**src/rtl/core/assert_macros.svh**
```systemverilog
// Assertion macros shared by the value-noise RTL.
// Users must have clk and arst_n in scope; no other dependencies.
`ifndef ASSERT_MACROS_SVH
`define ASSERT_MACROS_SVH

// same-cycle implication, checked out of reset
`define VNG_ASSERT_IMPL(name, ante, cons, msg) \
	name: assert property (@(posedge clk) disable iff (!arst_n) (ante) |-> (cons)) \
		else $error(msg);

// next-cycle implication, checked out of reset
`define VNG_ASSERT_NEXT(name, ante, cons, msg) \
	name: assert property (@(posedge clk) disable iff (!arst_n) (ante) |=> (cons)) \
		else $error(msg);

`endif

```
**src/rtl/core/vng_pkg.sv**
```systemverilog
// Value-noise generator package: widths, hash constants, octave table, stage enables.
// No dependencies; imported by every module of the block.
package vng_pkg;

	// grid is square: width and height are both GRID_SIZE
	localparam int GRID_SIZE   = 512;
	localparam int FRAC_W      = $clog2(GRID_SIZE);
	localparam int COORD_W     = 9;
	localparam int FREQ_W      = 4;
	localparam int SCALED_W    = COORD_W + FREQ_W;
	localparam int CELL_W      = SCALED_W - FRAC_W;
	localparam int CORNER_W    = CELL_W + 1;

	localparam int NUM_OCT     = 3;
	localparam int NUM_CORNER  = 4;
	localparam logic [FREQ_W-1:0] OCT_FREQ [NUM_OCT] = '{4'd3, 4'd7, 4'd15};

	// smoothstep weight Q0.27, corner value Q0.32 with one carry bit
	localparam int U_W         = 27;
	localparam int CQ_W        = 33;

	localparam int HASH_W      = 32;
	localparam int H_W         = 16;
	localparam logic [HASH_W-1:0] HASH_KX  = 32'd1619;
	localparam logic [HASH_W-1:0] HASH_KZ  = 32'd31337;
	localparam logic [HASH_W-1:0] HASH_KS  = 32'd6971;
	localparam logic [HASH_W-1:0] HASH_MIX = 32'h045d_9f3b;

	localparam int SEED_W      = 32;
	localparam int IN_TDATA_W  = 24;
	localparam int OUT_W       = 8;

	// remap keeps every result inside this band
	localparam logic [OUT_W-1:0] OUT_MIN = 8'd51;
	localparam logic [OUT_W-1:0] OUT_MAX = 8'd204;

	localparam int STAGES      = 8;
	typedef logic [STAGES:1] stage_en_t;

endpackage

```
**src/rtl/core/vng_hash.sv**
```systemverilog
// Lattice corner hash: multiply-xor mix to a Q0.32 corner value, stages s2..s4.
// Depends on vng_pkg.
module vng_hash (
	input  logic                        clk,
	input  vng_pkg::stage_en_t          en,
	input  logic [vng_pkg::CORNER_W-1:0] cx,
	input  logic [vng_pkg::CORNER_W-1:0] cz,
	input  logic [vng_pkg::HASH_W-1:0]  smul,
	output logic [vng_pkg::CQ_W-1:0]    corner
);
	import vng_pkg::*;

	logic [HASH_W-1:0] v0;
	logic [HASH_W-1:0] v1;
	logic [H_W-1:0]    h;
	logic [HASH_W-1:0] xa_s2;
	logic [H_W-1:0]    y_s3;
	logic [CQ_W-1:0]   corner_s4;

	assign v0 = HASH_W'(cx) * HASH_KX + HASH_W'(cz) * HASH_KZ + smul;
	assign v1 = xa_s2 * HASH_MIX;
	// only the low half of the second product is kept
	assign h  = y_s3 * HASH_MIX[H_W-1:0];

	always_ff @(posedge clk) begin
		if (en[2]) begin
			xa_s2 <= v0 ^ (v0 >> H_W);
		end
		if (en[3]) begin
			y_s3 <= v1[H_W-1:0] ^ v1[HASH_W-1:H_W];
		end
		if (en[4]) begin
			// round(h * 2^32 / 65535) == h * 65537 + h[15]
			corner_s4 <= {1'b0, h, h} + CQ_W'(h[H_W-1]);
		end
	end

	assign corner = corner_s4;

endmodule

```
**config.mk**
```make
export PLATFORM = sky130hd
export DESIGN_NAME = vng_hash
export DESIGN_NICKNAME = d
export VERILOG_FILES = /design/src/rtl/core/assert_macros.svh /design/src/rtl/core/vng_pkg.sv /design/src/rtl/core/vng_hash.sv
export SDC_FILE = /design/constraint.sdc
export NUM_CORES = 1
export LEC_CHECK = 0
export CAP_MARGIN = 25
export CORE_ASPECT_RATIO = 1.1
export CORE_MARGIN = 2
export CORE_UTILIZATION = 65
export CTS_CLUSTER_DIAMETER = 40
export DETAILED_ROUTE_END_ITERATION = 10
export DONT_BUFFER_PORTS = 1
export PLACE_DENSITY = 0.81
export SLEW_MARGIN = 5
export SYNTH_ARGS = -nofsm -noshare
export SYNTH_HDL_FRONTEND = slang
export SYNTH_SLANG_ARGS = --single-unit
```
**constraint.sdc**
```tcl
create_clock -name clk -period 6.8 [get_ports clk]
set_input_delay 1.36 -clock clk [delete_from_list [all_inputs] [get_ports clk]]
set_output_delay 1.36 -clock clk [all_outputs]
set_load 0.005 [all_outputs]
```
==> metrics.md, run 1 <==
| Metric | Value |
|---|---|
| Largest net degree at the start of global routing | 33 |
| CP max-delay cell | edfxtp_1 |
| HP Start | y_s3[0] |
| Yosys Warn Count | 0 |
| Post-Synthesis Cell Area | about 18000 um2 |
| Number of clock sinks | 80 |
| Post-synth EDFFs | 80 |
| Worst Path Required | about 6.9 ns |
| # fillers | between 2000 and 2500 |
| Vias per cell | ~5.5 |
| Clock Path Buffers | 2 |
| Post-route ant nets | 0 |
| Final WL | 41.97 mm |
| GPL Wtd Cong | 0.9632 |
| Core box area | between 20000 and 30000 um2 |
| Fin crit share | between 90% and 100% |
| Antenna cells | 0 |
| Cells after DPL | approximately 2200 |
| HPWL after DPL | 37.03 mm |
| CTS Buf Count | 9 |
| CP Capture Type | flop |
| Fin cells | between 2000 and 2500 |
| Slew HR | a little under two fifths |
| CTS clk-pin slew, worst paths | 0.06 ns |
| FF-to-FF path depth | 23 |
| Setup violators final | 0 |
| Max-capacitance violation count | 0 |
| Most frequent cells in the layout | inv_1 (662), fa_1 (315), ha_1 (305) |
| PnR worst setup slack | 0.2109 ns |
| Final nets | around 2600 |
| First drt pass iteration count | 5 |
| CTS Hold Bufs | 0 |
| Reg-to-reg startpoint | y_s3[3] |
| Crit-path max FO | 7 |
| CP cell instances | ha_1, fa_1, ha_1, inv_1, fa_1, fa_1, fa_1, inv_1, ha_1, or3_1, o21ba_2, o2111ai_1, a31oi_1, xnor2_1, inv_1, ha_1, ha_2, nand2_1, nor4b_4, o2111ai_2, nor4_4, buf_4, nor3_1 |
| FP Rows | 64 |
| Critical Path AT | about 6.7 ns |
| Crit path time final | approximately 6.6 ns |
| Synth Flop Type | edfxtp_1 |
| Avg WL per Cell | ~19 um |
| Initial Util | ~66% |
| DR vias | 12400 |
| Register-to-register setup slack | about 0.21 ns |
| Distinct cells, synth | 58 |
| Achievable Freq | 151.8 MHz |
| CTS tree | done |
| DR iter-0 viols | between 600 and 700 |
| Die ar. | between 20000 and 30000 um2 |
| Run status | completed |
| Max stage delay on crit path | approximately 0.54 ns |
| CTS root buf | clkbuf_16 |
| Synth Area per Inst | ~10 um2 |
| Layout cell share with drive strength beyond 1 | 3.441% |
| Min-delay worst type | flop to flop |
| Vias in the first global route | approximately 14000 |
| Initial antenna violation count | 0 |
| Skew final | 0.008285 ns |
| Hold Crit Endpoint | corner[17] |
| Hold Path Stages | 3 |
| Hold Slack | 0.9114 ns |
| Seq. cell area | roughly 2400 um2 |
| Tot GR Track Use | a little under a third |
| Syn nets | 2521 |
| Syn Inst Count | between 1500 and 2000 |
| Max H-tree Level | 3 |
| WS Path Type | flop to flop |
| Commonest non-fill, non-tap cell in the layout | inv_1 |
| DRC | 0 |
| Area grow syn2layout | 5.300% |
| Pre-CTS WS | approximately 0.12 ns |
| Async SR Flop Fraction | 0% |
| First-pass GRT wire length | about 70 mm |
| TNS Setup | 0 ns |
| Ports | 84 |
| Sequential area share after synthesis | 13.03% |
| Max-slew violation count | 0 |
| Clock Latency Late Sink | around 0.36 ns |
| Die H | 180.6 um |
| DIE WIDTH | 164.6 um |
| Footprint of the multi-input gates | about 14000 um2 |
| IO buf count | 0 |
| Tightest Pin Transition | a little over 0.9 ns |
| Critical R2R Capture | corner[22] |
| Startpoint types | flop |
| Final hold vios | 0 |
| Remaining Overflow, GRT | 0 |
| Synth Register Bits | 80 |
[worst max-delay path, delay by kind of cell, from the launching register on]
family / cells / cell delay (ns)
fa+ha+maj: 9 / 3.22
simple gates: 5 / 1.20
compound gates: 4 / 0.80
flops: 1 / 0.54
buf+inv: 4 / 0.40
xor+xnor: 1 / 0.18
[stage by stage]
step	instance area (um2)	util, %
4_1_cts	19240	69.04
3_3_place_gp	18960	68.05
5_1_grt	19410	69.67
2_1_floorplan	18440	-
6_report	19410	69.67
3_5_place_dp	18960	68.05
[synth_stat cells, drive strengths merged, types with 2 or more instances]
library cell	instances	area share, %
nor4b	2	0.095
o31a	4	0.19
edfxtp	80	13
nor3	15	0.47
xor2	52	2.5
or2	3	0.10
o21ai	28	0.76
a21o	27	1.1
a21oi	39	1.1
o31ai	2	0.081
nand2	25	0.51
fa	315	34
or3	5	0.17
nand2b	5	0.17
a21boi	2	0.081
a221oi	2	0.095
a211o	2	0.095
o21bai	5	0.20
and2	4	0.14
xnor2	116	5.5
o2111ai	2	0.095
nand3	12	0.33
and3	10	0.34
ha	308	21
inv	662	13
nor2	39	0.79
a211oi	8	0.33
clkbuf	5	0.10
o21a	9	0.37
nor2b	10	0.34
o21ba	2	0.11
a221o	2	0.11
a31oi	10	0.34
nor4	5	0.40
o211ai	4	0.16
and4	2	0.095
nand4	8	0.31
[layout make-up]
class                           count  area share (%)
Clock inverter                      5          0.1805
Tap cell                          363           2.340
Multi-Input combinational cell   1099           69.85
Clock buffer                       10           1.179
Inverter                          662           12.80
Sequential cell                    80           12.37
Timing Repair Buffer               33           1.276
[cell families (layout without fill, tap and decap cells)]
logic type,Yosys count,in the layout,synth area share [%]
AOI/OAI and AO/OA,157,157,5.660
xor gates and xnor gates,169,169,8.103
adders and majority gates,623,623,55.11
buffers and inverters,668,710,13.62
DFF,80,80,13.03
muxes,1,1,0.05429
and+or+nand+nor,149,149,4.425
[state kept, by name (all words and copies together), names as in the netlist]
register  flops
corner       32
xa_s2        32
y_s3         16
[repair_timing]
action	CTS	global route
pin swaps	0	3
buffers inserted	0	20
setup endpoints to repair	7	11
gates resized for setup	2	5
[how the worst max path moves through the flow]
stage                      end    start  cells past startpoint
finish              corner[22]  y_s3[3]                     23
global route        corner[32]  y_s3[6]                     25
detailed placement  corner[22]  y_s3[0]                     28
CTS                 corner[32]  y_s3[9]                     24
global placement    corner[22]  y_s3[3]                     23
floorplan           corner[18]  y_s3[9]                     24
[layer usage]
metal	wire, um	global-route usage (%)	up-vias	part of all wire (%)
met5	0	0	-	0
li1	-	-	5670	-
met2	22080	54.19	412	53
met3	1839	3.705	137	4.4
met4	2384	15.17	0	5.7
met1	15670	35.10	6178	37
Power of run 1 is not shown: default switching activity piles up to over one toggle a cycle in this logic, so the estimate is an artifact.
==> run 2: changes to the inputs <==
--- a/config.mk
+++ b/config.mk
@@ -13,7 +13,6 @@
 export DETAILED_ROUTE_END_ITERATION = 10
 export DONT_BUFFER_PORTS = 1
 export PLACE_DENSITY = 0.81
-export SLEW_MARGIN = 5
 export SYNTH_ARGS = -nofsm -noshare
 export SYNTH_HDL_FRONTEND = slang
 export SYNTH_SLANG_ARGS = --single-unit
==> constraint.sdc (replaced) <==
create_clock -name clk -period 7.4 [get_ports clk]
set_input_delay 1.48 -clock clk [delete_from_list [all_inputs] [get_ports clk]]
set_output_delay 1.48 -clock clk [all_outputs]
set_load 0.005 [all_outputs]
==> run 2 against run 1 <==
  * Cell count is 1.3% lower
  * Core utilization is 0.77 points lower
  * Sequential cell count unchanged
  * Maximum frequency decreased by 5.8%
  * Global-route usage shrank 0.77 points
  * Clock-buffer cell count down 1
  * Critical path type unchanged
  * First-iteration DRC count down 18%
  * Clock skew is 0.00061 ns lower
  * Largest cell class unchanged
  * Die area did not move
  * Highest routed layer unchanged
  * Via count fell by 3.0%
  * Routed wire length shrank 3.1%
  * Critical path depth is 1 lower
==> metrics.md, run 2 (synthesis results as in run 1) <==
| Metric | Value |
|---|---|
| Run status | completed |
| Reg-to-reg startpoint | y_s3[3] |
| Global-route layer with the greatest usage | met2 |
| CTS Hold Bufs | 0 |
| Avg WL per Cell | roughly 18 um |
| M2 GR Usage | a little over half |
| CTS clk-pin slew, worst paths | about 0.07 ns |
| Tot GR Track Use | between 20% and 30% |
| Die H | around 180 um |
| Slew HR | 46.07% |
| Area grow syn2layout | 4.133% |
| DIE WIDTH | around 160 um |
| CTS root buf | clkbuf_16 |
| Tightest Pin Transition | 0.8031 ns |
| Skew final | between 0.007 and 0.008 ns |
| Most frequent cells in the layout | inv_1 (662), fa_1 (315), ha_1 (308) |
| Setup violators final | 0 |
| GR Util met1 | ~34% |
| Footprint of the multi-input gates | between 10000 and 15000 um2 |
| IO buf count | 0 |
| Max-capacitance violation count | 0 |
| Post-route ant nets | 0 |
| DRC | 0 |
| Critical Path AT | 7.08 ns |
| Initial Util | approximately two thirds |
| Achievable Freq | around 140 MHz |
| Hold Path Stages | 3 |
| GPL Wtd Cong | approximately 0.96 |
| Max-slew violation count | 0 |
| First-pass GRT wire length | about 67 mm |
| DR vias | ~12000 |
| Cts repair resizes | 0 |
| Antenna cells | 0 |
| Crit path time final | roughly 7.0 ns |
| Remaining Overflow, GRT | 0 |
| Final hold vios | 0 |
| Crit-path max FO | 7 |
| Die ar. | roughly 30000 um2 |
| Hold Crit Endpoint | corner[17] |
| CTS tree | done |
| Final nets | approximately 2500 |
| Fin crit share | a little over nine tenths |
| Seq. cell area | roughly 2400 um2 |
| Register-to-register setup slack | roughly 0.4 ns |
| Max H-tree Level | 3 |
| TNS Setup | 0 ns |
| M3 GR Usage | approximately 4.1% |
| Startpoint types | flop |
| Clock Path Buffers | 2 |
| HP Start | y_s3[1] |
| HPWL after DPL | around 36 mm |
| Initial antenna violation count | 0 |
| Min-delay worst type | flop to flop |
| Clock Latency Late Sink | 0.36 ns |
| Worst Path Required | around 7.5 ns |
| CP Capture Type | flop |
| First drt pass iteration count | 4 |
| Final WL | about 41 mm |
| CTS Buf Count | 9 |
| Ports | 84 |
| DR iter-0 viols | ~560 |
| Vias in the first global route | roughly 13000 |
| WS Path Type | flop to flop |
| Post-CTS setup buffer count | 0 |
| Layout cell share with drive strength beyond 1 | about 1.6% |
| FF-to-FF path depth | 22 |
| Vias per cell | around 5.4 |
| Number of clock sinks | 80 |
| # fillers | roughly 2100 |
| FP Rows | 64 |
| Largest net degree at the start of global routing | 33 |
| Critical R2R Capture | corner[22] |
| RSZ-0062 raised after global routing | no |
| Core box area | roughly 28000 um2 |
| Commonest non-fill, non-tap cell in the layout | inv_1 |
run 2: through the flow:
step	utilization (%)	instance area [um2]	instances	hold slack (ns)	setup WS (ns)
6_report	68.89	19200	2222	1.056	0.4020
2_1_floorplan	-	18440	1847	0.8169	1.284
5_1_grt	68.89	19200	2222	1.113	0.03100
4_1_cts	68.89	19200	2222	1.082	0.4578
3_3_place_gp	67.75	18880	2206	1.066	0.5665
3_5_place_dp	67.75	18880	2206	1.078	0.5092
run 2: cell type report:
type,count,share of cell area [%]
Multi-Input combinational cell,1099,70.44
Timing Repair Buffer,2,0.07821
Sequential cell,80,12.51
Clock buffer,9,1.173
Tap cell,363,2.366
Clock inverter,7,0.4888
Inverter,662,12.94
run 2: worst max path at each step:
stage / start / end / slack [ns] / cells after the start
2_1_floorplan: y_s3[9] / corner[18] / 1.28 / 24
3_3_place_gp: y_s3[3] / corner[18] / 0.57 / 22
3_5_place_dp: y_s3[3] / corner[22] / 0.51 / 22
5_1_grt: y_s3[0] / corner[22] / 0.03 / 27
4_1_cts: y_s3[3] / corner[22] / 0.46 / 22
6_report: y_s3[3] / corner[22] / 0.40 / 22
run 2: critical path: stages (launching register included):
cell       delay (ns)
edfxtp_1         0.56
ha_1             0.43
fa_1             0.51
ha_1             0.14
inv_1            0.05
fa_1             0.48
fa_1             0.50
fa_1             0.50
inv_1            0.05
ha_1             0.20
or3_1            0.43
o21ba_2          0.26
o2111ai_1        0.20
a31oi_1          0.12
xnor2_1          0.30
inv_1            0.14
ha_1             0.22
ha_1             0.25
nand2_1          0.16
nor4b_1          0.38
o2111ai_1        0.29
nor4_4           0.46
nor3_1           0.10
run 2: per-layer routing:
metal	share of wire [%]	routed length, um	vias to the layer above
li1	-	-	5597
met2	53	21460	308
met4	5.3	2137	0
met1	38	15550	6009
met3	3.7	1522	111
met5	0	0	-
Power of run 2 is left out for the same reason.
