**src/rtl/core/assert_macros.svh**
```systemverilog
// Assertion macros shared by the value-noise RTL.
// Users must have clk and arst_n in scope; no other dependencies.
`ifndef ASSERT_MACROS_SVH
`define ASSERT_MACROS_SVH

// same-cycle implication, checked out of reset
`define VNG_ASSERT_IMPL(name, ante, cons, msg) \
	name: assert property (@(posedge clk) disable iff (!arst_n) (ante) |-> (cons)) \
		else $error(msg);

// next-cycle implication, checked out of reset
`define VNG_ASSERT_NEXT(name, ante, cons, msg) \
	name: assert property (@(posedge clk) disable iff (!arst_n) (ante) |=> (cons)) \
		else $error(msg);

`endif

```
**src/rtl/core/vng_pkg.sv**
```systemverilog
// Value-noise generator package: widths, hash constants, octave table, stage enables.
// No dependencies; imported by every module of the block.
package vng_pkg;

	// grid is square: width and height are both GRID_SIZE
	localparam int GRID_SIZE   = 512;
	localparam int FRAC_W      = $clog2(GRID_SIZE);
	localparam int COORD_W     = 9;
	localparam int FREQ_W      = 4;
	localparam int SCALED_W    = COORD_W + FREQ_W;
	localparam int CELL_W      = SCALED_W - FRAC_W;
	localparam int CORNER_W    = CELL_W + 1;

	localparam int NUM_OCT     = 3;
	localparam int NUM_CORNER  = 4;
	localparam logic [FREQ_W-1:0] OCT_FREQ [NUM_OCT] = '{4'd3, 4'd7, 4'd15};

	// smoothstep weight Q0.27, corner value Q0.32 with one carry bit
	localparam int U_W         = 27;
	localparam int CQ_W        = 33;

	localparam int HASH_W      = 32;
	localparam int H_W         = 16;
	localparam logic [HASH_W-1:0] HASH_KX  = 32'd1619;
	localparam logic [HASH_W-1:0] HASH_KZ  = 32'd31337;
	localparam logic [HASH_W-1:0] HASH_KS  = 32'd6971;
	localparam logic [HASH_W-1:0] HASH_MIX = 32'h045d_9f3b;

	localparam int SEED_W      = 32;
	localparam int IN_TDATA_W  = 24;
	localparam int OUT_W       = 8;

	// remap keeps every result inside this band
	localparam logic [OUT_W-1:0] OUT_MIN = 8'd51;
	localparam logic [OUT_W-1:0] OUT_MAX = 8'd204;

	localparam int STAGES      = 8;
	typedef logic [STAGES:1] stage_en_t;

endpackage

```
**src/rtl/core/vng_remap.sv**
```systemverilog
// Octave weighting, contrast remap and clamp to the output byte, stages s7..s8.
// Depends on vng_pkg.
module vng_remap (
	input  logic                     clk,
	input  vng_pkg::stage_en_t       en,
	input  logic [vng_pkg::CQ_W-1:0] oct [vng_pkg::NUM_OCT],
	output logic [vng_pkg::OUT_W-1:0] noise
);
	import vng_pkg::*;

	localparam int S_W    = CQ_W + 4;
	localparam int N_W    = S_W + 8;
	localparam int DIV_SH = 33;      // 10 * 2^32 == 5 * 2^33
	localparam int Q_W    = 10;
	localparam int R_SH   = 18;
	localparam int M_W    = Q_W + R_SH;
	localparam int RES_W  = OUT_W + 1;
	localparam logic [S_W-1:0]    W_OCT0 = S_W'(5);
	localparam logic [S_W-1:0]    W_OCT1 = S_W'(3);
	localparam logic [S_W-1:0]    W_OCT2 = S_W'(2);
	localparam logic [N_W-1:0]    GAIN   = N_W'(153);
	localparam logic [N_W-1:0]    BIAS   = N_W'(5) << 32;
	localparam logic [M_W-1:0]    RECIP5 = M_W'(52429);   // 2^18 / 5 rounded up, exact floor for q < 2^10
	localparam logic [RES_W-1:0]  BASE   = RES_W'(51);
	localparam logic [RES_W-1:0]  TOP    = RES_W'(255);

	logic [S_W-1:0]   sum;
	logic [N_W-1:0]   num;
	logic [M_W-1:0]   m;
	logic [RES_W-1:0] res;
	logic [Q_W-1:0]   q_s7;
	logic [OUT_W-1:0] noise_s8;

	assign sum = S_W'(oct[0]) * W_OCT0 + S_W'(oct[1]) * W_OCT1 + S_W'(oct[2]) * W_OCT2;
	assign num = BIAS + N_W'(sum) * GAIN;
	assign m   = M_W'(q_s7) * RECIP5;
	assign res = BASE + RES_W'(m >> R_SH);

	always_ff @(posedge clk) begin
		if (en[7]) begin
			q_s7 <= num[DIV_SH +: Q_W];
		end
		if (en[8]) begin
			noise_s8 <= (res > TOP) ? OUT_W'(TOP) : res[OUT_W-1:0];
		end
	end

	assign noise = noise_s8;

endmodule

```
**config.mk**
```make
export PLATFORM = sky130hd
export DESIGN_NAME = vng_remap
export DESIGN_NICKNAME = d
export VERILOG_FILES = /design/src/rtl/core/assert_macros.svh /design/src/rtl/core/vng_pkg.sv /design/src/rtl/core/vng_remap.sv
export SDC_FILE = /design/constraint.sdc
export NUM_CORES = 1
export LEC_CHECK = 0
export ABC_AREA = 1
export BUFFER_PORTS_ARGS = -buffer_cell sky130_fd_sc_hd__buf_2
export CAP_MARGIN = 10
export CORE_UTILIZATION = 64
export CTS_CLUSTER_DIAMETER = 50
export DETAILED_ROUTE_END_ITERATION = 7
export PLACE_DENSITY = 0.85
export SLEW_MARGIN = 20
export SYNTH_ARGS = -nofsm -noshare
export SYNTH_HDL_FRONTEND = slang
export SYNTH_SLANG_ARGS = --single-unit
```
**constraint.sdc**
```tcl
create_clock -name clk -period 8.3 [get_ports clk]
set_input_delay 0.83 -clock clk [delete_from_list [all_inputs] [get_ports clk]]
set_output_delay 0.83 -clock clk [all_outputs]
set_load 0.1 [all_outputs]
```
==> results of run 1 <==
[cells in the final DEF, fill, tap and decap left out, types with 31 or more instances in the layout]
cell	Yosys	routed
a21oi_1	92	89
buf_2	0	109
fa_1	194	194
ha_1	278	274
inv_1	557	557
nand2_1	275	273
nand3_1	61	60
nor2_1	106	106
o21ai_0	42	42
xor2_1	31	31
[critical path, delay by kind of cell]
family | cells | cell delay, ps
AO/OA/AOI/OAI | 6 | 1130
XOR/XNOR | 3 | 360
adder cells (fa/ha/maj) | 9 | 4150
buffers and inverters | 11 | 750
AND/OR/NAND/NOR | 7 | 760
[routing by layer]
layer	track usage	wire length (µm)	vias to the layer above
li1	-	-	5763
met1	0.320	12300	5461
met2	0.548	15500	213
met3	0.00948	628	47
met4	0.0750	735	0
met5	0	0	-
[stage by stage]
stage / area (µm²) / TNS, ps
2_1_floorplan: 13800 / 0
3_3_place_gp: 14900 / 0
3_5_place_dp: 14900 / 0
4_1_cts: 15000 / 0
5_1_grt: 15100 / -42.1
6_report: 15100 / 0
[cell type report]
type,count,share of cell area
multi-input cells,1209,0.744
inverters,570,0.142
repair buffers,138,0.0506
flip-flops and latches,18,0.0358
well taps,275,0.0228
clock buffers,3,0.00498
clock inverters,1,0.000249
[cell families (layout without fill, tap and decap cells)]
family | after synthesis | after routing
buffers and inverters | 570 | 712
AND/OR/NAND/NOR | 509 | 509
adder cells (fa/ha/maj) | 472 | 472
AO/OA/AOI/OAI | 178 | 178
XOR/XNOR | 50 | 50
flip-flops | 18 | 18
[sequential cells by signal, summed over array words and instances, names as in the netlist]
signal	flops
q_s7	10
noise	8
[timing repair]
item                                    4_1_cts  5_1_grt
buffers inserted                              0        5
resized for setup                             0       14
endpoints found under the setup margin        0        4
hold buffers                                  0        0
[final timing paths]
check	slack (ps)	cells past startpoint	to	start
worst min register to register	1380	9	noise[2]$_SDFFCE_PN1P_	q_s7[2]$_DFFE_PP_
worst max register to register	2780	26	noise[1]$_SDFFCE_PN1P_	q_s7[9]$_DFFE_PP_
worst max-delay path	310	36	q_s7[9]$_DFFE_PP_	oct[41]
worst min-delay path	920	1	noise[2]$_SDFFCE_PN1P_	en[7]
==> run_results.csv, run 1 <==
group,metric,value,unit
detailed_routing,dr.pass1.iters,5,
hold_path,hp-class,"in -> reg",
synth,synth.area.mux_share,0,
worst_setup_path,slowest_stage,"fa_1",
synth,synthAdderAreaFrac,0.533,
timing,setup_viol,0,
synth,synth_area_leaders,"fa_1, ha_1, inv_1",
global_routing,track_usage,0.276,
synth,synth_common_cells,"inv_1, ha_1, nand2_1, fa_1, nor2_1",
synth,synth-simple-area-share,0.160,
clock_tree,clk_latency,250,ps
detailed_routing,viasPerCell,5.19,
timing,max_clock_freq,125,MHz
detailed_routing,first_iter_violations,453,
clock_tree,cts_tree,"done",
timing,period_needed,7990,ps
timing,finClkSkew,3.46,ps
synth,synth_xor_area_frac,0.0360,
synth,yosys_warnings,0,
final_layout,regArea,541,µm²
place,dp_hpwl,27.0,mm
synth,synth_compound_area_frac,0.0777,
worst_setup_path,path_class,"in -> reg",
place,gp_congestion,0.942,
final_layout,fillerInstances,1633,
synth,ys_seq_elements,18,
clock_tree,cts_buffers,3,
place,port-buffer-count,109,
clock_tree,clk_path_buf_depth,2,
timing,worstMarginPinSlew,555,ps
floorplan,die_width,149,µm
detailed_routing,via_count,11500,
final_layout,diodes,0,
final_layout,area_growth,9.10,%
detailed_routing,wl_per_cell,13.2,µm
global_routing,antenna_found_initial,0,
synth,yosysTopAreaCell,"fa_1",
timing,relSlewSlack,0.627,
global_routing,grt_pass1_wl,50.6,mm
final_layout,nNetsFinal,2520,
job,max_cap_viol_count,0,
timing,whs,922,ps
worst_setup_path,worstPathArrival,7970,ps
final_layout,fin_util,0.715,
global_routing,grt_max_degree,11,
run_status,outcome,"finished clean",
floorplan,initial_utilization,0.656,
worst_setup_path,critPathMaxFanout,5,
synth,synth_ff_type,"edfxtp_1",
worst_setup_path,required,8280,ps
global_routing,grt_pass1_vias,12100,
clock_tree,cts_max_level,1,
clock_tree,clock_sinks,18,
place,dpl_worst_slack,26.4,ps
worst_setup_path,cp_common_cell,"inv_1",
clock_tree,clk_pin_slew_worst_paths,50,ps
synth,synth_top_area_frac,0.281,
synth,synth.most_common_cell,"inv_1",
floorplan,io_pins,116,
synth,synth_edf_count,18,
detailed_routing,drt_wl_total,29.2,mm
final_layout,stdcell_count,2214,
synth,synth_cells,1797,
global_routing,gr-total-overflow,0,
timing,min_period_over_period,0.962,
timing,maxSlewViolCount,0,
synth,syn_area_per_cell,7.69,µm²
timing,hold_viol,0,
timing,fin_ws,313,ps
synth,yosysSeqAreaShare,0.0391,
worst_setup_path,cp-start-kind,"input pin",
floorplan,core_region_area,0.0211,mm²
detailed_routing,route.detailed.drc,0,
synth,synth_top_family_by_area,"adder cells",
final_layout,drive_gt1_frac,0.111,
place,numPlacedInstances,2205,
synth,syn_nets,2377,
worst_setup_path,worstSetupEndpointType,"flop",
synth,synthArstFlopShare,0,
floorplan,rows,53,
floorplan,dieHeight,149,µm
worst_setup_path,critPathMaxStageDelay,550,ps
clock_tree,cts_root_buffer,"clkbuf_16",
synth,ys_types,48,
detailed_routing,final_antenna_net_count,0,
final_layout,multi_input_comb_area,0.0112,mm²
floorplan,die_area,0.0222,mm²
synth,synthesis.area,0.0138,mm²
Power of run 1 is left out: the tool's default activity adds up to more than one toggle a clock period on the data nets, which glitch-free logic cannot reach.
==> inputs of run 2 (changes only) <==
- PLACE_DENSITY: 0.85 -> 0.88
==> run 2 against run 1 <==
Net effect: sequential share of layout area barely moved; fmax fell by 0.17%; critical path depth fell by 2; clock-buffer cell count did not move; via count fell by 0.31%; register-to-register slack improved by 160 ps; flip-flop and latch count did not move; clock skew barely moved; worst hold slack improved by 9.7 ps; wire length fell by 0.63%; first-iteration DRC count rose by 0.66%; critical path type unchanged; highest routed layer unchanged.
==> run_results.csv, run 2 (synthesis results as in run 1) <==
group,metric,value,unit
worst_setup_path,path_class,"in -> reg",
timing,fin_ws,300,ps
floorplan,dieHeight,149,µm
hold_path,hold_depth,1,
clock_tree,cts_max_level,1,
hold_path,min-delay-start,"en[7]",
place,dp_hpwl,27.0,mm
final_layout,regMostFlops,"q_s7",
worst_setup_path,rr_startpoint,"q_s7[2]$_DFFE_PP_",
place,numPlacedInstances,2205,
timing,whs,931,ps
global_routing,grt_pass1_wl,50.9,mm
timing,finClkSkew,3.34,ps
floorplan,io_pins,116,
clock_tree,clk_path_buf_depth,2,
timing,relSlewSlack,0.595,
floorplan,core_region_area,0.0211,mm²
timing,setup_viol,0,
floorplan,die_area,0.0222,mm²
detailed_routing,route.detailed.drc,0,
worst_setup_path,slowest_stage,"fa_1",
worst_setup_path,cp-start-kind,"input pin",
place,port-buffer-count,109,
final_layout,fillerInstances,1677,
clock_tree,holdBufCountCts,0,
run_status,outcome,"finished clean",
clock_tree,clock_sinks,18,
job,max_cap_viol_count,0,
final_layout,largest_register_ffs,10,
worst_setup_path,worstSetupEndpointType,"flop",
timing,min_period_over_period,0.964,
clock_tree,cts_root_buffer,"clkbuf_16",
detailed_routing,viasPerCell,5.17,
place,gp_congestion,0.949,
global_routing,gr-total-overflow,0,
clock_tree,cts_tree,"done",
detailed_routing,via_count,11400,
worst_setup_path,worst_r2r_endpoint,"noise[4]$_SDFFCE_PN1P_",
global_routing,grt_max_degree,11,
detailed_routing,drt_wl_total,29.0,mm
floorplan,initial_utilization,0.656,
timing,worstMarginPinSlew,605,ps
hold_path,hold_end,"noise[0]$_SDFFCE_PN1P_",
final_layout,nNetsFinal,2519,
floorplan,die_width,149,µm
global_routing,antenna_found_initial,0,
worst_setup_path,critPathLaunch,"oct[42]",
worst_setup_path,critPathMaxFanout,5,
final_layout,area_growth,8.75,%
detailed_routing,final_antenna_net_count,0,
global_routing,grt_pass1_vias,12300,
floorplan,rows,53,
worst_setup_path,r2r_slack,2940,ps
clock_tree,clk_latency,250,ps
timing,period_needed,8000,ps
timing,hold_viol,0,
detailed_routing,first_iter_violations,456,
global_routing,track_usage,0.277,
detailed_routing,wl_per_cell,13.1,µm
timing,maxSlewViolCount,0,
clock_tree,clk_pin_slew_worst_paths,50,ps
final_layout,most-common-layout-cells,"inv_1, ha_1, nand2_1, fa_1, buf_2",
place,dpl_worst_slack,94.6,ps
worst_setup_path,required,8280,ps
final_layout,stdcell_count,2214,
worst_setup_path,worstPathArrival,7980,ps
worst_setup_path,reg2reg_depth,27,
hold_path,hp-class,"in -> reg",
timing,max_clock_freq,125,MHz
clock_tree,cts_buffers,3,
final_layout,drive_gt1_frac,0.106,
detailed_routing,dr.pass1.iters,5,
worst_setup_path,critPathMaxStageDelay,540,ps
final_layout,final_common_cell,"inv_1",
[run 2: cell count changes in the layout (fill, tap and decap cells not counted), moves of 2 or more]
cell	before	now
nand2_1	273	275
a21oi_2	5	2
ha_2	3	0
xor2_2	1	3
ha_1	274	277
a21oi_1	89	92
nand2_2	18	16
[run 2: worst max-delay path by stage]
stage                                    to  slack, ps  cells after the start
after global placement    q_s7[6]$_DFFE_PP_        210                     37
final                     q_s7[9]$_DFFE_PP_        300                     34
after global routing      q_s7[8]$_DFFE_PP_         -6                     39
after floorplan           q_s7[9]$_DFFE_PP_        650                     34
after detailed placement  q_s7[6]$_DFFE_PP_         90                     37
after CTS                 q_s7[6]$_DFFE_PP_        330                     37
[run 2: critical path, delay by kind of cell]
kind                       cells  cell delay [ps]
AOI/OAI and AO/OA              5              890
xor gates and xnor gates       3              680
adders and majority gates      9             4000
buffers and inverters          9              650
and+or+nand+nor                8              910
[run 2: routing by layer]
layer / up-vias / global-route usage / share of wire / wire length (µm)
met2: 224 / 0.554 / 0.54 / 15700
met1: 5412 / 0.319 / 0.42 / 12100
met5: - / 0 / 0 / 0
li1: 5766 / - / - / -
met4: 0 / 0.0740 / 0.020 / 595
met3: 46 / 0.00612 / 0.022 / 639
[run 2: area by class of cell]
type	instances	area, µm²	share of cell area
diodes	1	2.50	0.000166
clock buffers	3	75.1	0.00499
clock inverters	1	3.75	0.000250
inverters	570	2140	0.142
multi-input cells	1209	11200	0.743
flip-flops and latches	18	541	0.0360
well taps	275	344	0.0229
repair buffers	137	756	0.0503
[run 2: timing repair]
action                     CTS  global route
setup endpoints to repair    0             4
gates resized for setup      0             4
buffers inserted             0             4
[run 2: per-stage QoR]
| step | TNS (ps) | instance area, µm² | utilization |
|---|---|---|---|
| floorplan | 0 | 13800 | - |
| global placement | 0 | 14900 | 0.706 |
| detailed placement | 0 | 14900 | 0.706 |
| CTS | 0 | 15000 | 0.710 |
| global route | -11.8 | 15000 | 0.713 |
| finish | 0 | 15000 | 0.713 |
Power of run 2 is left out for the same reason.
==> inputs of run 3 (changes only) <==
- CORE_UTILIZATION: 64 -> 65
- PLACE_DENSITY: 0.88 -> 0.89
- RECOVER_POWER: default -> 25
- clock period: 8.3 -> 10.01 ns (I/O delays scaled with it)
==> run 3 against run 2 <==
Net effect: sequential share of layout area grew 0.061 points; clock skew grew 1.5 ps; largest cell class unchanged; via count shrank 0.16%; first-iteration DRC count shrank 9.2%; critical path type unchanged; utilization grew 0.61 points.
==> run_results.csv, run 3 (synthesis results as in run 1) <==
group,metric,value,unit
floorplan,die_area,0.0219,mm²
worst_setup_path,worstPathArrival,8500,ps
clock_tree,cts_max_level,1,
floorplan,dieHeight,148,µm
floorplan,rows,52,
worst_setup_path,cp-start-kind,"input pin",
final_layout,final_common_cell,"inv_1",
worst_setup_path,slowest_stage,"fa_1",
final_layout,most-common-layout-cells,"inv_1, ha_1, nand2_1, fa_1, buf_2",
worst_setup_path,cp_common_cell,"inv_1",
place,postPlaceCellArea,0.0147,mm²
hold_path,min-delay-start,"en[7]",
final_layout,diodes,0,
timing,period_needed,8510,ps
timing,setup_viol,0,
worst_setup_path,rr_startpoint,"q_s7[9]$_DFFE_PP_",
clock_tree,post_cts_buffers,0,
detailed_routing,route.detailed.drc,0,
detailed_routing,final_antenna_net_count,0,
global_routing,track_usage,0.282,
final_layout,regMostFlops,"q_s7",
floorplan,io_pins,116,
hold_path,hp-class,"in -> reg",
worst_setup_path,critPathMaxFanout,5,
final_layout,area_growth,6.94,%
final_layout,fin_util,0.719,
clock_tree,holdBufCountCts,0,
global_routing,grt_pass1_wl,50.7,mm
clock_tree,clock_sinks,18,
place,dp_hpwl,27.3,mm
global_routing,grt_pass1_vias,12100,
global_routing,grt_max_degree,11,
clock_tree,cts_resized,0,
floorplan,initial_utilization,0.672,
worst_setup_path,required,10000,ps
worst_setup_path,r2r_slack,4580,ps
timing,setup_tns,0,ps
global_routing,gr-total-overflow,0,
final_layout,nNetsFinal,2491,
detailed_routing,dr.pass1.iters,5,
worst_setup_path,reg2reg_depth,26,
place,port-buffer-count,109,
timing,max_clock_freq,117,MHz
final_layout,largest_register_ffs,10,
worst_setup_path,path_class,"in -> reg",
clock_tree,clk_pin_slew_worst_paths,50,ps
clock_tree,cts_tree,"done",
floorplan,core_region_area,0.0206,mm²
timing,maxSlewViolCount,0,
clock_tree,cts_buffers,3,
timing,min_period_over_period,0.850,
worst_setup_path,critPathMaxStageDelay,540,ps
clock_tree,clk_path_buf_depth,2,
final_layout,drive_gt1_frac,0.0901,
timing,rsz0062_at_grt,"false",
timing,worstMarginPinSlew,646,ps
place,dpl_worst_slack,1340,ps
clock_tree,cts_root_buffer,"clkbuf_16",
final_layout,fillerInstances,1637,
place,gp_congestion,0.936,
hold_path,hold_end,"noise[2]$_SDFFCE_PN1P_",
run_status,outcome,"finished clean",
detailed_routing,wl_per_cell,13.5,µm
detailed_routing,first_iter_violations,414,
hold_path,hold_depth,1,
timing,hold_viol,0,
worst_setup_path,worstSetupEndpointType,"flop",
detailed_routing,via_count,11400,
detailed_routing,drt_wl_total,29.4,mm
job,max_cap_viol_count,0,
final_layout,fin_area,0.0148,mm²
floorplan,die_width,148,µm
timing,finClkSkew,4.83,ps
detailed_routing,viasPerCell,5.24,
timing,relSlewSlack,0.566,
global_routing,antenna_found_initial,0,
timing,fin_ws,1500,ps
worst_setup_path,worst_r2r_endpoint,"noise[5]$_SDFFCE_PN1P_",
clock_tree,clk_latency,250,ps
-- run 3: cell count changes in the layout (fill, tap and decap cells not counted), sizes merged --
cell    change
diode       -1
buf        -30
clkbuf      +2
-- run 3: worst max path at each step --
stage / start / to / cells after the start
2_1_floorplan: oct[36] / q_s7[9]$_DFFE_PP_ / 34
3_3_place_gp: oct[34] / q_s7[9]$_DFFE_PP_ / 39
3_5_place_dp: oct[34] / q_s7[9]$_DFFE_PP_ / 39
4_1_cts: oct[34] / q_s7[9]$_DFFE_PP_ / 39
5_1_grt: oct[34] / q_s7[9]$_DFFE_PP_ / 39
6_report: oct[42] / q_s7[6]$_DFFE_PP_ / 36
-- run 3: critical path, delay by kind of cell --
kind	cells	cell delay, ps
AOI/OAI and AO/OA	3	540
xor gates and xnor gates	2	520
adders and majority gates	9	4100
buffers and inverters	11	680
and+or+nand+nor	11	1630
-- run 3: per-stage QoR --
step,hold WS [ps],instances
2_1_floorplan,1110,1797
3_3_place_gp,1330,2176
3_5_place_dp,1360,2176
4_1_cts,1100,2180
5_1_grt,1190,2180
6_report,1180,2180
-- run 3: area by class of cell --
class                           count  area, µm²  share of cell area
Multi-Input combinational cell   1209      11100               0.754
Inverter                          570       2140               0.145
Timing Repair Buffer              109        543              0.0367
Sequential cell                    18        541              0.0366
Tap cell                          270        338              0.0229
Clock buffer                        3       75.1             0.00508
Clock inverter                      1       3.75            0.000254
-- run 3: layer usage --
layer	GRT usage	vias up	routed length [µm]
met4	0.0866	0	817
met1	0.320	5404	12200
li1	-	5706	-
met2	0.559	261	15600
met3	0.0133	59	800
met5	0	-	0
Power of run 3 is left out for the same reason.
