[config.mk]
export PLATFORM = sky130hd
export DESIGN_NAME = vng_weight
export DESIGN_NICKNAME = d
export VERILOG_FILES = /design/src/rtl/core/assert_macros.svh /design/src/rtl/core/vng_pkg.sv /design/src/rtl/core/vng_weight.sv
export SDC_FILE = /design/constraint.sdc
export NUM_CORES = 1
export LEC_CHECK = 0
export ABC_CLOCK_PERIOD_IN_PS = 9000
export BUFFER_PORTS_ARGS = -buffer_cell sky130_fd_sc_hd__clkbuf_2
export CAP_MARGIN = 20
export CORE_ASPECT_RATIO = 0.8
export CORE_MARGIN = 1
export CORE_UTILIZATION = 50
export CTS_CLUSTER_DIAMETER = 120
export DETAILED_ROUTE_END_ITERATION = 10
export PLACE_DENSITY = 0.67
export RECOVER_POWER = 25
export SETUP_SLACK_MARGIN = 0.02
export SLEW_MARGIN = 40
export SYNTH_ARGS = -nofsm -noshare
export SYNTH_HDL_FRONTEND = slang
export SYNTH_SLANG_ARGS = --single-unit
[constraint.sdc]
create_clock -name clk -period 9 [get_ports clk]
set_clock_uncertainty 0.1 [all_clocks]
set_input_delay 1.8 -clock clk [delete_from_list [all_inputs] [get_ports clk]]
set_output_delay 1.8 -clock clk [all_outputs]
set_load 0.02 [all_outputs]
[src/rtl/core/assert_macros.svh]
// Assertion macros shared by the value-noise RTL.
// Users must have clk and arst_n in scope; no other dependencies.
`ifndef ASSERT_MACROS_SVH
`define ASSERT_MACROS_SVH

// same-cycle implication, checked out of reset
`define VNG_ASSERT_IMPL(name, ante, cons, msg) \
	name: assert property (@(posedge clk) disable iff (!arst_n) (ante) |-> (cons)) \
		else $error(msg);

// next-cycle implication, checked out of reset
`define VNG_ASSERT_NEXT(name, ante, cons, msg) \
	name: assert property (@(posedge clk) disable iff (!arst_n) (ante) |=> (cons)) \
		else $error(msg);

`endif

[src/rtl/core/vng_pkg.sv]
// Value-noise generator package: widths, hash constants, octave table, stage enables.
// No dependencies; imported by every module of the block.
package vng_pkg;

	// grid is square: width and height are both GRID_SIZE
	localparam int GRID_SIZE   = 512;
	localparam int FRAC_W      = $clog2(GRID_SIZE);
	localparam int COORD_W     = 9;
	localparam int FREQ_W      = 4;
	localparam int SCALED_W    = COORD_W + FREQ_W;
	localparam int CELL_W      = SCALED_W - FRAC_W;
	localparam int CORNER_W    = CELL_W + 1;

	localparam int NUM_OCT     = 3;
	localparam int NUM_CORNER  = 4;
	localparam logic [FREQ_W-1:0] OCT_FREQ [NUM_OCT] = '{4'd3, 4'd7, 4'd15};

	// smoothstep weight Q0.27, corner value Q0.32 with one carry bit
	localparam int U_W         = 27;
	localparam int CQ_W        = 33;

	localparam int HASH_W      = 32;
	localparam int H_W         = 16;
	localparam logic [HASH_W-1:0] HASH_KX  = 32'd1619;
	localparam logic [HASH_W-1:0] HASH_KZ  = 32'd31337;
	localparam logic [HASH_W-1:0] HASH_KS  = 32'd6971;
	localparam logic [HASH_W-1:0] HASH_MIX = 32'h045d_9f3b;

	localparam int SEED_W      = 32;
	localparam int IN_TDATA_W  = 24;
	localparam int OUT_W       = 8;

	// remap keeps every result inside this band
	localparam logic [OUT_W-1:0] OUT_MIN = 8'd51;
	localparam logic [OUT_W-1:0] OUT_MAX = 8'd204;

	localparam int STAGES      = 8;
	typedef logic [STAGES:1] stage_en_t;

endpackage

[src/rtl/core/vng_weight.sv]
// Smoothstep weight u = r^2 * (3W - 2r) in Q0.27, stages s2..s4.
// Depends on vng_pkg.
module vng_weight (
	input  logic                      clk,
	input  vng_pkg::stage_en_t        en,
	input  logic [vng_pkg::FRAC_W-1:0] r,
	output logic [vng_pkg::U_W-1:0]   u
);
	import vng_pkg::*;

	localparam int SQ_W       = 2 * FRAC_W;
	localparam int K_W        = FRAC_W + 2;
	localparam int PROD_W     = SQ_W + K_W;
	localparam int SMOOTH_SHR = 3 * FRAC_W - U_W;

	logic [PROD_W-1:0] prod;
	logic [SQ_W-1:0]   rsq_s2;
	logic [K_W-1:0]    k_s2;
	logic [U_W-1:0]    u_s3;
	logic [U_W-1:0]    u_s4;

	assign prod = PROD_W'(rsq_s2) * PROD_W'(k_s2);

	always_ff @(posedge clk) begin
		if (en[2]) begin
			rsq_s2 <= SQ_W'(r) * SQ_W'(r);
			k_s2   <= K_W'(3 * GRID_SIZE) - K_W'({r, 1'b0});
		end
		if (en[3]) begin
			u_s3 <= U_W'(prod >> SMOOTH_SHR);
		end
		if (en[4]) begin
			u_s4 <= u_s3;
		end
	end

	assign u = u_s4;

endmodule

==> results of run 1 <==
## sequential cells by signal (all words and copies together) (netlist names)
register and count:
k_s2 9, rsq_s2 17, u 26, u_s3 26
## stage by stage
stage / hold slack (ps) / cell area, sq um / instances / utilization [%]
floorplan: 300.3 / 9907 / 973 / -
global placement: 301.0 / 10300 / 1238 / 53.65
detailed placement: 304.5 / 10300 / 1238 / 53.65
CTS: 317.9 / 10590 / 1254 / 55.15
global route: 324.1 / 10590 / 1254 / 55.14
finish: 316.5 / 10590 / 1254 / 55.14
## per-layer routing
| layer | vias up | routed length [um] | GRT usage [%] |
|---|---|---|---|
| met4 | 0 | 250 | 6.052 |
| met2 | 97 | 8672 | 32.69 |
| li1 | 3045 | - | - |
| met3 | 15 | 595 | 2.912 |
| met1 | 3190 | 8497 | 26.54 |
| met5 | - | 0 | 0 |
## path summary, 6_finish.rpt
| path | startpoint | end | slack, ps | depth (start not counted) |
|---|---|---|---|---|
| setup / recovery | k_s2[4] | u_s3[26] | 2780 | 17 |
| hold / removal | u_s3[15] | u[15] | 320 | 0 |
| setup reg to reg | k_s2[4] | u_s3[26] | 2780 | 17 |
| hold reg to reg | u_s3[15] | u[15] | 320 | 0 |
## cells by family after synthesis
| family | after synthesis | share of synthesized area (%) |
|---|---|---|
| xor+xnor | 47 | 4.155 |
| mux | 2 | 0.2652 |
| buf+inv | 241 | 9.169 |
| fa+ha+maj | 256 | 43.77 |
| simple gates | 268 | 13.43 |
| other cells | 1 | 0.03785 |
| flops | 78 | 23.64 |
| compound gates | 80 | 5.532 |
## placed cells by master (no fill, tap or decap), drive strengths merged, types with 2 or more instances in the layout
cell	count
nand2b	4
clkbuf	47
fa	151
and2	101
nand3	2
nand2	109
o21ai	11
mux2	2
a221oi	3
o21bai	4
nor3	7
a31oi	2
edfxtp	78
o21a	5
xor2	11
a31o	2
a211oi	2
clkinvlp	2
nor2b	6
inv	214
a21oi	28
xnor2	36
ha	105
and3	5
a21o	9
o211ai	3
a2111oi	2
nor2	28
## area by class of cell
class	instances	area, sq um	share of cell area (%)
Clock inverter	7	63.81	0.6028
Timing Repair Buffer	38	187.7	1.773
Inverter	210	788.3	7.446
Multi-Input combinational cell	654	6656	62.88
Sequential cell	78	2342	22.13
Tap cell	258	322.8	3.049
Clock buffer	9	225.2	2.127
==> results.ini, run 1 <==
[clock_network]
cts_tree=yes
cts_setup_buffers=0
clk_latency_ps=350
cts.clk_slew.worst_paths_ps=70
cts_buffers=9
cts-root-buf=clkbuf_16
max-clock-path-buffers=2
htreeDepth=3
cts.sinks=78
hold_buffers=0
cts_resized=0

[synth]
synth_most_common_cell=inv_1
ys_ff_latch=78
syn_nets=1247
async_flop_share_pct=0
syn_inst=973
netlist_area_sq_um=9907
yosysTopAreaCellShare_pct=30.51
netlist_top_cells_count=inv_1 (210), fa_1 (151), nand2_1 (109)
synth_cell_type_count=50
synth_edf_count=78
yosys.area.top_type=fa_1
postSynthAreaPerCell_sq_um=10.18
yosysSeqAreaShare_pct=23.64
yosysWarnings=0
synth-main-ff-cell=edfxtp_1
synthTopCellsByArea=fa_1 (31%), edfxtp_1 (24%), ha_1 (13%), inv_1 (8.0%), and2_1 (6.4%)

[routing]
drt_iter0_drc=278
via_per_inst=5.061
routedWlPerCell_um=14.37
wl_um=18020
drc=0
vias=6347
drt_pre_antenna_iters=7
detail-route-antenna-nets=0

[floorplanning]
start_util_pct=51.60
rows=45
die_y_um=127.9
die_area_sq_um=20380
core_area_sq_um=19200
io-pin-count=45
die_x_um=159.4

[outcome]
outcome=complete, no violations

[timing]
finalWorstSetupSlack_ps=2780
fin_tns_setup_ps=0
timing.slew.headroom_pct=6.918
setup_viol=0
clock.fmax_mhz=160.8
slew_viol_final=0
hold_violations=0
tightest_slew_ps=1396
period_share_pct=69.11
rsz0062_at_grt=no
period_needed_ps=6220

[setup_path]
crit_fanout=17
cp_data_required_time_ps=9010
critPathKind=reg -> reg
cpMostUsedCell=fa_1
crit_slowest_cell=edfxtp_1
crit_chain=nand2_1, fa_1, fa_1, inv_1, fa_1, fa_1, inv_1, fa_1, inv_1, ha_1, o211ai_1, nor3_1, a21oi_1, o31ai_1, o2bb2ai_1, a21oi_1, xnor2_1
critPathTopFamily=adder cells
path_buf_inv=3
cp.arrival_ps=6230
startpoint_type=flip-flop
worst_setup_path_end_kind=flip-flop
critPathMaxStageDelay_ps=790

[global_routing]
overflow=0
track_usage_pct=19.56
first_global_vias=6554
antenna_found_initial=0
grt_first_pass_wirelength_um=31160
grt_max_degree=27

[placed_design]
hpwl_um=14210
gp_routability_congestion=0.8066
pre_cts_ws_ps=2644
io_buffers=38

[cells_and_area]
diodes=0
fin_nets=1265
fillers=1713
drive_above_1_share_pct=6.124
syn_to_final_growth_pct=6.858

[flow_run]
max-cap-violations=0

[min_path]
min_path_type=reg -> reg

Power of run 1 is not shown: default switching activity piles up to over one toggle a cycle in this logic, so the estimate is an artifact.
==> run 2: changes to the inputs <==
Settings changed: ABC_AREA set to 1, ABC_CLOCK_PERIOD_IN_PS 9000 to 5000, PLACE_DENSITY 0.67 to 0.69.
Clock period 9 ns to 5 ns, I/O delays scaled along.
==> results.ini, run 2 <==
[synth]
async_flop_share_pct=0  ; unchanged
yosysTopAreaCellShare_pct=27.95  ; was 30.51%
synth_most_common_cell=inv_1  ; unchanged
syn_inst=1314  ; was 973
synth_edf_count=78  ; unchanged
synth-main-ff-cell=edfxtp_1  ; unchanged
netlist_top_cells_count=inv_1 (378), nand2_1 (365), fa_1 (151)  ; was inv_1 (210), fa_1 (151), nand2_1 (109)
postSynthAreaPerCell_sq_um=8.231  ; was 10.18 sq um
ys_ff_latch=78  ; unchanged
netlist_area_sq_um=10820  ; was 9907 sq um
synth_cell_type_count=36  ; was 50
yosys.area.top_type=fa_1  ; unchanged
synthTopCellsByArea=fa_1 (28%), edfxtp_1 (22%), inv_1 (13%), nand2_1 (13%), ha_1 (12%)  ; was fa_1 (31%), edfxtp_1 (24%), ha_1 (13%), inv_1 (8.0%), and2_1 (6.4%)
yosysWarnings=0  ; unchanged
yosysSeqAreaShare_pct=21.66  ; was 23.64%
syn_nets=1588  ; was 1247

[routing]
drc=3  ; was 0
drt_iter0_drc=603  ; was 278
routedWlPerCell_um=13.34  ; was 14.37 um
wl_um=22530  ; was 18020 um
via_per_inst=4.826  ; was 5.061
detail-route-antenna-nets=0  ; unchanged
drt_pre_antenna_iters=10  ; was 7
vias=8151  ; was 6347

[global_routing]
first_global_vias=8136  ; was 6554
busiest_layer=met2  ; unchanged
antenna_found_initial=0  ; unchanged
track_usage_pct=21.34  ; was 19.56%
grtUsageMet2_pct=35.74  ; was 32.69%
grt_first_pass_wirelength_um=38030  ; was 31160 um
grt_max_degree=27  ; unchanged
use_met1_pct=29.30  ; was 26.54%
grt_use_met3_pct=3.803  ; was 2.912%
overflow=0  ; unchanged

[floorplanning]
core_area_sq_um=20940  ; was 19200 sq um
io-pin-count=45  ; unchanged
die_x_um=166.4  ; was 159.4 um
start_util_pct=51.66  ; was 51.60%
rows=47  ; was 45
die_area_sq_um=22230  ; was 20380 sq um
die_y_um=133.5  ; was 127.9 um

[clock_network]
cts.clk_slew.worst_paths_ps=70  ; about the same
cts.sinks=78  ; unchanged
max-clock-path-buffers=2  ; unchanged
htreeDepth=3  ; unchanged
cts_buffers=9  ; unchanged
clk_latency_ps=350  ; about the same
hold_buffers=0  ; unchanged
cts_tree=yes  ; unchanged
cts-root-buf=clkbuf_16  ; unchanged

[outcome]
violations=design-rule violations
outcome=finished, violations left  ; was complete, no violations

[timing]
clock.fmax_mhz=204.4  ; was 160.8 MHz
hold_violations=0  ; unchanged
period_needed_ps=4893  ; was 6220 ps
period_share_pct=97.85  ; was 69.11%
setup_viol=0  ; unchanged
hold_ws_ps=318.2  ; was 316.5 ps
timing.slew.headroom_pct=5.802  ; was 6.918%
tightest_slew_ps=1413  ; was 1396 ps
slew_viol_final=0  ; unchanged

[setup_path]
startpoint=k_s2[10]  ; was k_s2[4]
r2r_cells=20  ; was 17
startpoint_type=flip-flop  ; unchanged
regToRegSetupSlack_ps=110  ; was 2780 ps
crit_fanout=5  ; was 17
rr_endpoint=u_s3[22]  ; was u_s3[26]
timing.rr.start=k_s2[10]  ; was k_s2[4]
critPathKind=reg -> reg  ; unchanged
cp_data_required_time_ps=5010  ; was 9010 ps
cp.arrival_ps=4900  ; was 6230 ps
worst_setup_path_end_kind=flip-flop  ; unchanged

[cells_and_area]
utilization_pct=60.54  ; was 55.14%
mostFrequentLayoutCells=inv_1 (366), nand2_1 (350), fa_1 (147), ha_1 (88), buf_4 (83)  ; was inv_1 (210), fa_1 (151), nand2_1 (109), ha_1 (105), and2_1 (99)
drive_above_1_share_pct=17.68  ; was 6.124%
diodes=0  ; unchanged
fin_nets=1689  ; was 1265
syn_to_final_growth_pct=17.18  ; was 6.858%
layout_commonest_cell=inv_1  ; unchanged

[placed_design]
hpwl_um=18120  ; was 14210 um
gp_routability_congestion=0.8545  ; was 0.8066
io_buffers=38  ; unchanged

[min_path]
min_path_type=reg -> reg  ; unchanged
worstHoldStart=u_s3[8]  ; was u_s3[15]
worstHoldPathCells=0  ; unchanged
hold-path-endpoint=u[8]  ; was u[15]

[flow_run]
max-cap-violations=0  ; unchanged

[run 2: cell count changes after synthesis, moves of 7 or more]
cell     change
nand2_2      +8
nand3_1     +34
xnor2_1     -24
nor2_1       +7
inv_1      +168
and2_1     -101
a21o_1       -7
buf_2       +10
nand2_1    +256
nor2_2       +7
xor2_1      +13
[run 2: logic make-up after synthesis]
logic type                 count (synthesis)  share of synthesized area [%]
adders and majority gates                256                          40.10
DFF                                       78                          21.66
and+or+nand+nor                          469                          17.84
other                                      1                        0.03467
xor gates and xnor gates                  36                          2.915
buffers and inverters                    431                          15.17
AOI/OAI and AO/OA                         43                          2.291
[run 2: critical path, stage by stage (launching register included)]
cell and delay, ps:
edfxtp_1 380, buf_6 150, clkbuf_16 150, nand2_1 50, inv_1 50, fa_1 560, fa_1 440, fa_1 470
fa_1 550, inv_1 60, fa_1 540, inv_1 70, ha_4 260, nand2_2 100, inv_1 60, nand2_1 60
nand2_1 110, a21oi_2 250, nand3_1 120, nand2_1 80, nand2_1 60
[run 2: how the worst max path moves through the flow]
stage                     to  slack, ps  cells after the start
finish              u_s3[22]        110                     20
global route        u_s3[22]        -60                     20
CTS                 u_s3[22]         10                     20
detailed placement  u_s3[14]        -40                     18
global placement    u_s3[22]         10                     20
floorplan           u_s3[18]         30                     19
[run 2: routing by layer]
metal	routed length, um	vias to the layer above
met5	0	-
met4	169	0
met3	1235	14
met2	10870	184
met1	10260	3934
li1	-	4019
[run 2: layout make-up]
cell class	instances	area, sq um
sequential	78	2342
clock buffer	9	225.2
multi-input combinational	805	7232
inverter	384	1444
tap	269	336.6
clock inverter	7	61.31
fill	1783	8262
timing repair buffer	137	1032
[run 2: metrics by stage]
stage               setup slack, ps  std cells  cell area [sq um]  setup TNS, ps
global placement              10.07       1648              11750              0
finish                        107.5       1689              12670              0
global route                 -59.56       1689              12670         -130.6
CTS                           13.25       1668              12090              0
floorplan                     31.22       1314              10820              0
detailed placement           -39.65       1648              11750         -126.8
[run 2: what timing repair did]
item	4_1_cts	5_1_grt
resized for setup	5	90
cloned	0	1
endpoints found under the setup margin	9	14
pin swaps	0	54
buffers inserted	4	20
Power of run 2 is left out for the same reason.
==> run 3: changes to the inputs <==
Settings changed: ABC_CLOCK_PERIOD_IN_PS 5000 to 4200, BUFFER_PORTS_ARGS -buffer_cell sky130_fd_sc_hd__clkbuf_2 to not set, DONT_BUFFER_PORTS set to 1, PLACE_DENSITY 0.69 to 0.68.
Clock period 5 ns to 4.2 ns, I/O delays scaled along.
==> results.ini, run 3 (synthesized netlist as in run 2, its figures left out) <==
[clock_network]
htreeDepth=3  ; unchanged
cts.clk_slew.worst_paths_ps=70  ; about the same
clk_latency_ps=360  ; was 350 ps
max-clock-path-buffers=2  ; unchanged
cts-root-buf=clkbuf_16  ; unchanged
cts_tree=yes  ; unchanged
cts.sinks=78  ; unchanged
hold_buffers=0  ; unchanged
cts_buffers=9  ; unchanged

[cells_and_area]
mostFrequentLayoutCells=inv_1 (333), nand2_1 (287), fa_1 (139), buf_4 (111)  ; was inv_1 (366), nand2_1 (350), fa_1 (147), ha_1 (88), buf_4 (83)
syn_to_final_growth_pct=25.88  ; was 17.18%
diodes=0  ; unchanged
fin_nets=1694  ; was 1689
drive_above_1_share_pct=28.07  ; was 17.68%
layout_commonest_cell=inv_1  ; unchanged

[min_path]
worstHoldPathCells=0  ; unchanged
hold-path-endpoint=u[12]  ; was u[8]
min_path_type=reg -> reg  ; unchanged
worstHoldStart=u_s3[12]  ; was u_s3[8]

[timing]
slew_viol_final=0  ; unchanged
rsz0062_at_grt=yes
finalWorstSetupSlack_ps=-548.5  ; was 107.5 ps
setup_viol=18  ; was 0
clock.fmax_mhz=210.6  ; was 204.4 MHz
period_share_pct=113.1  ; was 97.85%
hold_violations=0  ; unchanged
period_needed_ps=4749  ; was 4893 ps
hold_ws_ps=316.9  ; was 318.2 ps

[global_routing]
antenna_found_initial=0  ; unchanged
first_global_vias=8763  ; was 8136
track_usage_pct=24.22  ; was 21.34%
overflow=0  ; unchanged
grt_first_pass_wirelength_um=42110  ; was 38030 um
grt_max_degree=27  ; unchanged

[setup_path]
startpoint_type=flip-flop  ; unchanged
timing.rr.start=rsq_s2[8]  ; was k_s2[10]
cp_data_required_time_ps=4210  ; was 5010 ps
rr_endpoint=u_s3[23]  ; was u_s3[22]
crit_fanout=4  ; was 5
regToRegSetupSlack_ps=-550  ; was 110 ps
critPathKind=reg -> reg  ; unchanged
worst_setup_path_end_kind=flip-flop  ; unchanged
cp.arrival_ps=4760  ; was 4900 ps
r2r_cells=20  ; unchanged

[floorplanning]
start_util_pct=51.66  ; unchanged
die_area_sq_um=22230  ; unchanged
die_x_um=166.4  ; unchanged
rows=47  ; unchanged
io-pin-count=45  ; unchanged
core_area_sq_um=20940  ; unchanged
die_y_um=133.5  ; unchanged

[routing]
vias=8436  ; was 8151
drt_iter0_drc=578  ; was 603
via_per_inst=4.980  ; was 4.826
drc=2  ; was 3
wl_um=24730  ; was 22530 um
routedWlPerCell_um=14.60  ; was 13.34 um
drt_pre_antenna_iters=10  ; unchanged
detail-route-antenna-nets=0  ; unchanged

[outcome]
outcome=finished, violations left  ; unchanged
violations=design-rule violations, negative setup slack  ; was design-rule violations

[placed_design]
io_buffers=0  ; was 38
gp_routability_congestion=0.9001  ; was 0.8545
pre_cts_ws_ps=-613.1  ; was -39.65 ps
hpwl_um=19080  ; was 18120 um

[flow_run]
max-cap-violations=0  ; unchanged

run 3: changes by cell type in the layout (fill, tap and decap cells not counted), sizes merged:
cell / before / now
buf: 97 / 142
clkbuf: 49 / 9
run 3: how the worst max path moves through the flow:
stage / from / end / slack [ps] / cells after the start
floorplan: k_s2[4] / u_s3[26] / -300 / 21
global placement: rsq_s2[8] / u_s3[23] / -580 / 19
detailed placement: rsq_s2[8] / u_s3[26] / -610 / 20
CTS: k_s2[2] / u_s3[24] / -550 / 21
global route: k_s2[2] / u_s3[26] / -720 / 22
finish: rsq_s2[8] / u_s3[23] / -550 / 20
run 3: worst max-delay path, cell delays in order (launching register included):
cell	delay [ps]
edfxtp_1	410
buf_6	150
nand2_1	60
inv_1	50
fa_1	540
inv_2	40
fa_1	540
inv_2	50
fa_1	490
fa_1	510
inv_2	40
fa_1	520
inv_1	60
ha_4	290
nand2_1	60
inv_2	130
nand2_4	90
nor2_4	120
nand3_2	90
nand4_1	100
nand2_1	60
run 3: cell type report:
| cell class | instances | area [sq um] |
|---|---|---|
| Clock inverter | 7 | 61.31 |
| Inverter | 384 | 1459 |
| Fill cell | 1664 | 7321 |
| Sequential cell | 78 | 2342 |
| Timing Repair Buffer | 142 | 1310 |
| Tap cell | 269 | 336.6 |
| Multi-Input combinational cell | 805 | 7880 |
| Clock buffer | 9 | 225.2 |
run 3: timing repair:
action                     in CTS  in global routing
cloned                          1                  0
pin swaps                      75                 24
resized for setup              98                 62
setup endpoints to repair      19                 21
buffers inserted               27                  9
run 3: stage by stage:
| stage | utilization [%] | cells | TNS, ps | instance area (sq um) |
|---|---|---|---|---|
| finish | 65.03 | 1694 | -7851 | 13610 |
| global route | 65.03 | 1694 | -10790 | 13610 |
| CTS | 63.66 | 1685 | -7522 | 13330 |
| detailed placement | 59.45 | 1642 | -10050 | 12450 |
| global placement | 59.45 | 1642 | -9473 | 12450 |
| floorplan | - | 1314 | -4096 | 11700 |
run 3: routing by layer:
metal  wire [um]  share of wire [%]  track usage [%]
met5           0                  0                0
met4         451                1.8            5.967
met3        1380                5.6            3.624
met2       11590                 47            39.92
met1       11310                 46            33.72
Power of run 3 is left out for the same reason.
